<file path="src/cascaded_quaternion_nlerp_filter_macros.svh">
// Assertion macros for the quaternion nlerp filter RTL.
// Included by modules that carry concurrent checks; no other dependencies.
`ifndef CASCADED_QUATERNION_NLERP_FILTER_MACROS_SVH
`define CASCADED_QUATERNION_NLERP_FILTER_MACROS_SVH

`ifndef NO_ASSERTIONS

// Same-cycle implication, disabled in reset.
`define CQNF_ASSERT_IMP(lbl, clk, rstn, ante, cons, msg) \
  lbl: assert property (@(posedge clk) disable iff (!rstn) (ante) |-> (cons)) \
    else $error(msg);

// Next-cycle implication, disabled in reset.
`define CQNF_ASSERT_NXT(lbl, clk, rstn, ante, cons, msg) \
  lbl: assert property (@(posedge clk) disable iff (!rstn) (ante) |=> (cons)) \
    else $error(msg);

`else

`define CQNF_ASSERT_IMP(lbl, clk, rstn, ante, cons, msg)
`define CQNF_ASSERT_NXT(lbl, clk, rstn, ante, cons, msg)

`endif

`endif

</file>
<file path="src/cqnf_pkg.sv">
// Shared constants, types and helpers of the quaternion nlerp filter.
// No dependencies; imported by every other file but the macros header.
package cqnf_pkg;

  localparam int STAGES     = 3;
  localparam int COMP_WIDTH = 16;
  localparam int FIELD_W    = 16;
  localparam int CFG_W      = 17;
  localparam int STG_W      = (STAGES > 1) ? $clog2(STAGES) : 1;

  localparam logic [CFG_W-1:0] COEF_ONE = CFG_W'(65536);
  localparam logic signed [17:0] ONE_Q14 = 18'sd16384;
  localparam logic signed [33:0] COMP_MAX = (34'sd1 <<< (COMP_WIDTH - 1)) - 34'sd1;

  typedef logic signed [FIELD_W-1:0]    field_t;
  typedef logic signed [COMP_WIDTH-1:0] comp_t;

  typedef enum logic [4:0] {
    OP_NONE,
    OP_CAPTURE,
    OP_LOAD_ALL,
    OP_SEL,
    OP_CLR,
    OP_MUL_DOT,
    OP_ACC,
    OP_MUL_RA,
    OP_MUL_RB,
    OP_ADD_R,
    OP_SHR,
    OP_SHL,
    OP_ZERO,
    OP_MUL_SQ,
    OP_SQRT_INIT,
    OP_SQRT_STEP,
    OP_DIV_INIT,
    OP_DIV_STEP,
    OP_DIV_END,
    OP_STORE
  } dp_op_e;

  typedef struct packed {
    dp_op_e           op;
    logic [1:0]       idx;
    logic [STG_W-1:0] stage;
    logic             to_out;
  } dp_cmd_t;

  typedef struct packed {
    logic m_zero;
    logic m_hi;
    logic m_lo;
  } dp_sts_t;

  // Clamp to the symmetric stored range.
  function automatic comp_t comp_sat(input logic signed [17:0] v);
    logic signed [33:0] w;
    w = 34'(v);
    if (w > COMP_MAX) return COMP_WIDTH'(COMP_MAX);
    if (w < -COMP_MAX) return COMP_WIDTH'(-COMP_MAX);
    return COMP_WIDTH'(w);
  endfunction

endpackage

</file>
<file path="src/cqnf_ctrl.sv">
// Sequencer of the filter: walks each stage through dot, blend, normalise,
// root and divide, and owns the handshakes. Uses cqnf_pkg and the macros.
`include "cascaded_quaternion_nlerp_filter_macros.svh"

module cqnf_ctrl (
  input  logic              clk_i,
  input  logic              rst_ni,
  input  logic              in_valid_i,
  input  logic              in_load_i,
  output logic              in_ready_o,
  output logic              out_valid_o,
  input  logic              out_ready_i,
  input  cqnf_pkg::dp_sts_t sts_i,
  output cqnf_pkg::dp_cmd_t cmd_o
);
  import cqnf_pkg::*;

  localparam logic [4:0] S_IDLE   = 5'd0;
  localparam logic [4:0] S_LOAD   = 5'd1;
  localparam logic [4:0] S_SEL    = 5'd2;
  localparam logic [4:0] S_DOT_M  = 5'd3;
  localparam logic [4:0] S_DOT_A  = 5'd4;
  localparam logic [4:0] S_R_A    = 5'd5;
  localparam logic [4:0] S_R_B    = 5'd6;
  localparam logic [4:0] S_R_C    = 5'd7;
  localparam logic [4:0] S_NORM   = 5'd8;
  localparam logic [4:0] S_SQ_M   = 5'd9;
  localparam logic [4:0] S_SQ_A   = 5'd10;
  localparam logic [4:0] S_SQRT_I = 5'd11;
  localparam logic [4:0] S_SQRT   = 5'd12;
  localparam logic [4:0] S_DIV_I  = 5'd13;
  localparam logic [4:0] S_DIV    = 5'd14;
  localparam logic [4:0] S_DIV_E  = 5'd15;
  localparam logic [4:0] S_STORE  = 5'd16;

  localparam logic [STG_W-1:0] LAST_STG = STG_W'(STAGES - 1);

  logic [4:0]       state_q, state_d;
  logic [1:0]       idx_q, idx_d;
  logic [4:0]       cnt_q, cnt_d;
  logic [STG_W-1:0] stg_q, stg_d;
  logic             out_valid_q, out_valid_d;
  logic             out_busy;
  logic             out_set;

  assign out_busy = out_valid_q && !out_ready_i;

  always_comb begin
    state_d    = state_q;
    idx_d      = idx_q;
    cnt_d      = cnt_q;
    stg_d      = stg_q;
    cmd_o.op   = OP_NONE;
    cmd_o.idx  = idx_q;
    cmd_o.stage = stg_q;
    cmd_o.to_out = (stg_q == LAST_STG);
    in_ready_o = (state_q == S_IDLE);
    out_set    = 1'b0;

    case (state_q)
      S_IDLE: begin
        if (in_valid_i) begin
          cmd_o.op = OP_CAPTURE;
          stg_d    = '0;
          state_d  = in_load_i ? S_LOAD : S_SEL;
        end
      end
      S_LOAD: begin
        // hold until the output word is free
        if (!out_busy) begin
          cmd_o.op = OP_LOAD_ALL;
          out_set  = 1'b1;
          state_d  = S_IDLE;
        end
      end
      S_SEL: begin
        cmd_o.op = OP_SEL;
        idx_d    = '0;
        state_d  = S_DOT_M;
      end
      S_DOT_M: begin
        cmd_o.op = OP_MUL_DOT;
        state_d  = S_DOT_A;
      end
      S_DOT_A: begin
        cmd_o.op = OP_ACC;
        idx_d    = idx_q + 2'd1;
        state_d  = (idx_q == 2'd3) ? S_R_A : S_DOT_M;
      end
      S_R_A: begin
        cmd_o.op = OP_MUL_RA;
        state_d  = S_R_B;
      end
      S_R_B: begin
        cmd_o.op = OP_MUL_RB;
        state_d  = S_R_C;
      end
      S_R_C: begin
        cmd_o.op = OP_ADD_R;
        idx_d    = idx_q + 2'd1;
        state_d  = (idx_q == 2'd3) ? S_NORM : S_R_A;
      end
      S_NORM: begin
        if (sts_i.m_zero) begin
          cmd_o.op = OP_ZERO;
          state_d  = S_STORE;
        end else if (sts_i.m_hi) begin
          cmd_o.op = OP_SHR;
        end else if (sts_i.m_lo) begin
          cmd_o.op = OP_SHL;
        end else begin
          cmd_o.op = OP_CLR;
          idx_d    = '0;
          state_d  = S_SQ_M;
        end
      end
      S_SQ_M: begin
        cmd_o.op = OP_MUL_SQ;
        state_d  = S_SQ_A;
      end
      S_SQ_A: begin
        cmd_o.op = OP_ACC;
        idx_d    = idx_q + 2'd1;
        state_d  = (idx_q == 2'd3) ? S_SQRT_I : S_SQ_M;
      end
      S_SQRT_I: begin
        cmd_o.op = OP_SQRT_INIT;
        cnt_d    = '0;
        state_d  = S_SQRT;
      end
      S_SQRT: begin
        cmd_o.op = OP_SQRT_STEP;
        cnt_d    = cnt_q + 5'd1;
        if (cnt_q == 5'd31) begin
          idx_d   = '0;
          state_d = S_DIV_I;
        end
      end
      S_DIV_I: begin
        cmd_o.op = OP_DIV_INIT;
        cnt_d    = '0;
        state_d  = S_DIV;
      end
      S_DIV: begin
        cmd_o.op = OP_DIV_STEP;
        cnt_d    = cnt_q + 5'd1;
        if (cnt_q == 5'd15) state_d = S_DIV_E;
      end
      S_DIV_E: begin
        cmd_o.op = OP_DIV_END;
        idx_d    = idx_q + 2'd1;
        state_d  = (idx_q == 2'd3) ? S_STORE : S_DIV_I;
      end
      S_STORE: begin
        if (stg_q == LAST_STG) begin
          if (!out_busy) begin
            cmd_o.op = OP_STORE;
            out_set  = 1'b1;
            state_d  = S_IDLE;
          end
        end else begin
          cmd_o.op = OP_STORE;
          stg_d    = stg_q + STG_W'(1);
          state_d  = S_SEL;
        end
      end
      default: state_d = S_IDLE;
    endcase
  end

  always_comb begin
    if (out_set) begin
      out_valid_d = 1'b1;
    end else if (out_valid_q && out_ready_i) begin
      out_valid_d = 1'b0;
    end else begin
      out_valid_d = out_valid_q;
    end
  end

  always_ff @(posedge clk_i or negedge rst_ni) begin
    if (!rst_ni) begin
      state_q     <= S_IDLE;
      idx_q       <= '0;
      cnt_q       <= '0;
      stg_q       <= '0;
      out_valid_q <= 1'b0;
    end else begin
      state_q     <= state_d;
      idx_q       <= idx_d;
      cnt_q       <= cnt_d;
      stg_q       <= stg_d;
      out_valid_q <= out_valid_d;
    end
  end

  assign out_valid_o = out_valid_q;

  `CQNF_ASSERT_IMP(a_result_not_overwritten, clk_i, rst_ni, out_set, !out_valid_q || out_ready_i, "result word overwritten before it was taken")
  `CQNF_ASSERT_NXT(a_accept_leaves_idle, clk_i, rst_ni, state_q == S_IDLE && in_valid_i, state_q != S_IDLE, "accepted word did not start work")
  `CQNF_ASSERT_IMP(a_div_end_after_steps, clk_i, rst_ni, state_q == S_DIV_E, $past(state_q) == S_DIV && $past(cnt_q) == 5'd15, "division ended early")

endmodule
</file>
<file path="config.mk">
export PLATFORM = sky130hd
export DESIGN_NAME = cqnf_ctrl
export DESIGN_NICKNAME = d
export VERILOG_FILES = /design/src/cqnf_pkg.sv /design/src/cqnf_ctrl.sv
export VERILOG_INCLUDE_DIRS = /design/src /design/src/src
export SDC_FILE = /design/constraint.sdc
export NUM_CORES = 1
export LEC_CHECK = 0
export BUFFER_PORTS_ARGS = -buffer_cell sky130_fd_sc_hd__buf_2
export CAP_MARGIN = 10
export CORE_MARGIN = 1
export CORE_UTILIZATION = 45
export CTS_BUF_LIST = sky130_fd_sc_hd__clkbuf_2 sky130_fd_sc_hd__clkbuf_4 sky130_fd_sc_hd__clkbuf_8
export CTS_CLUSTER_DIAMETER = 150
export DETAILED_ROUTE_END_ITERATION = 10
export PLACE_DENSITY = 0.66
export SYNTH_ARGS = -nofsm -noshare
export SYNTH_HDL_FRONTEND = slang
export SYNTH_SLANG_ARGS = --single-unit
</file>
<file path="constraint.sdc">
create_clock -name clk_i -period 2.05 [get_ports clk_i]
set_input_delay 0.41 -clock clk_i [delete_from_list [all_inputs] [get_ports clk_i]]
set_output_delay 0.41 -clock clk_i [all_outputs]
set_load 0.01 [all_outputs]
</file>
==> impl_metrics.yaml <==
run_status:
  status: "finished, violations left"
  violations: "negative setup slack"
global_route:
  overflow: 0
  grt_pass1_vias: 1061
  grt_pass1_wl_um: 4970
  antenna_found_initial: 0
  grt_max_degree: 27
  gr-usage-all-layers_pct: 23.6
synth:
  synth_edf_count: 0
  yosys_most_used_dff: "dfrtp_1"
  synth_area_mm2: 0.00122
  ys_ff_latch: 15
  syn_avg_cell_area_um2: 8.01
  seq_area_frac_synth_pct: 30.6
  synth.distinct_cells: 46
  yosys_warnings: 0
  synth_fp_nets: 166
  async_flop_share_pct: 100
  synthCells: 153
finish:
  antenna_cells: 0
  drive_gt1_share_pct: 28.9
  n_fill_cell: 233
  fin_nets: 194
  final_area_mm2: 0.00149
  area_delta_synth_final_pct: 22.0
floorplan:
  dieHeight_um: 54.2
  dieArea_mm2: 0.00293
  fp.dieW_um: 54.2
  row_count: 18
  start_util_pct: 48.6
  io_pins: 20
  core_mm2: 0.00252
detailed_routing:
  drt_iter0_drc: 42
  ant_nets: 0
  dr.pass1.iters: 4
  drt-wirelength-per-cell_um: 15.8
  drc_errors: 0
  via_per_inst: 6.10
  vias: 1280
  drt_wl_total_um: 3330
worst_setup_path:
  endpoint_kind: "output port"
  worstSetupPathType: "register to output port"
  arrival_ps: 1830
  cp_max_fo: 2
  crit_required_ps: 1640
  startpoint_type: "register"
placement:
  detailed_place_hpwl_um: 2320
  io_buffer_count: 19
  globalplace.congestion: 0.928
  place_area_mm2: 0.00138
cts:
  root_buffer: "clkbuf_4"
  numCtsBuffers: 3
  clk_latency_ps: 290
  cts_tree: "built"
  clk_pin_slew_ps: 100
  cts_buffer_depth: 2
  hold_buffers: 0
  cts_sinks: 15
  htreeDepth: 1
timing:
  rsz0062_at_grt: "yes"
  fin_crit_sh_pct: 109
  slew_viol_final: 0
  max_freq_mhz: 447
  clock_skew_ps: 12.5
  tightest_slew_ps: 588
  slew_headroom_pct: 60.4
  setup_viol: 5
  hold_slack_ps: 2.07
  hold_viol: 0
  period_minus_slack_ps: 2240
  layout_setup_ws_ps: -188
job:
  maxCapViolCount: 0
hold_path:
  min_path_type: "primary input to asynchronous set/reset pin"
power_and_ir_drop:
  powerDensity_mw_per_mm2: 328
  p_leak_nw: 0.672
  ir_worst_vdd_v: 0.000400
[placed cells by master (no fill, tap or decap), types with 6 or more instances in the layout]
master,count
nand2_1,13
o21ai_0,12
nand3_1,8
dfrtp_1,13
inv_1,6
nor2_1,7
nor3_1,6
a21oi_1,12
buf_4,13
buf_2,19
[kinds of logic (layout without fill, tap and decap cells)]
logic type / Yosys count / in the layout / synth area share [%]
XOR/XNOR: 2 / 2 / 1.43
buffers and inverters: 17 / 44 / 6.23
AND/OR/NAND/NOR: 64 / 64 / 28.2
flip-flops: 15 / 15 / 30.6
AO/OA/AOI/OAI: 47 / 47 / 25.8
adder cells (fa/ha/maj): 5 / 5 / 5.11
multiplexers: 3 / 3 / 2.55
[sequential cells by signal, indices dropped and copies added, names as in the netlist]
signal / count
out_valid_o: 1
cnt_q: 5
stg_q: 2
state_q: 5
idx_q: 2
[layout make-up]
cell class	instances	area (um^2)	share of cell area, %
clock buffer	3	22.5	1.51
clock inverter	1	5.00	0.335
inverter	6	22.5	1.51
multi-input combinational	121	805	53.9
sequential	15	378	25.3
tap	30	37.5	2.51
timing repair buffer	34	224	15.0
[power breakdown]
| part | switching [mW] | total (mW) | internal [mW] |
|---|---|---|---|
| registers | 0.0000000000000000704 | 0.296 | 0.296 |
| clock network | 0.102 | 0.174 | 0.0725 |
| logic | 0.0131 | 0.0199 | 0.00679 |
| total | 0.115 | 0.490 | 0.375 |
[worst paths after layout]
path / slack, ps / startpoint / end / cells past startpoint
max: -190 / state_q[0] / cmd_o[6] / 5
min reg2reg: 510 / stg_q[0] / stg_q[0] / 1
min in group clk_i: 380 / sts_i[2] / state_q[3] / 2
max reg2reg: 170 / cnt_q[0] / idx_q[0] / 7
min: 2 / rst_ni / stg_q[1] / 1
max in group asynchronous: 1780 / rst_ni / state_q[3] / 1
[what timing repair did]
| action | in CTS | in global routing |
|---|---|---|
| buffers inserted | 3 | 4 |
| endpoints found under the hold margin | 0 | 0 |
| endpoints found under the setup margin | 5 | 5 |
| pin swaps | 3 | 8 |
| resized for setup | 7 | 5 |
[through the flow]
| stage | power [mW] | std cells | TNS, ps | setup WS (ps) | utilization (%) |
|---|---|---|---|---|---|
| 6_report | 0.490 | 210 | -550 | -188 | 59.2 |
| 5_1_grt | 0.505 | 210 | -918 | -256 | 59.2 |
| 4_1_cts | 0.494 | 206 | -392 | -185 | 57.3 |
| 3_5_place_dp | 0.322 | 199 | 0 | 99.9 | 54.6 |
| 3_3_place_gp | 0.320 | 199 | 0 | 135 | 54.6 |
| 2_1_floorplan | 0.305 | 153 | 0 | 135 | - |
[synth_stat cells, types with 2 or more instances]
library cell	count	area [um^2]
o22a_1	2	17.5
mux2i_1	2	20.0
nor3_1	7	35.0
and2_1	2	12.5
nand3_1	8	40.0
or3_1	4	25.0
a21oi_1	13	65.1
nand2_1	14	52.6
nor2_1	10	37.5
o21ai_0	12	60.1
buf_2	4	20.0
o32ai_1	2	17.5
inv_1	6	22.5
ha_1	5	62.6
nor4_1	3	18.8
nor2b_1	2	12.5
a211oi_1	2	15.0
and3_1	2	12.5
dfrtp_1	15	375
clkbuf_1	6	22.5
nand2b_1	5	31.3
a22o_1	2	17.5
or3_4	2	22.5
[per-layer routing]
| layer | global-route usage [%] | up-vias | wire [um] |
|---|---|---|---|
| met5 | 0 | - | 0 |
| met1 | 31.7 | 612 | 1520 |
| met2 | 37.0 | 41 | 1580 |
| met4 | 6.41 | 0 | 60 |
| met3 | 6.21 | 8 | 172 |
| li1 | - | 619 | - |
[worst max-delay path: stages, from the launching register on]
cell     delay, ps
dfrtp_1        390
or3_4          390
or3_4          390
a21oi_2        140
a211o_1        110
buf_2          120
(Power assumes the default switching activity.)
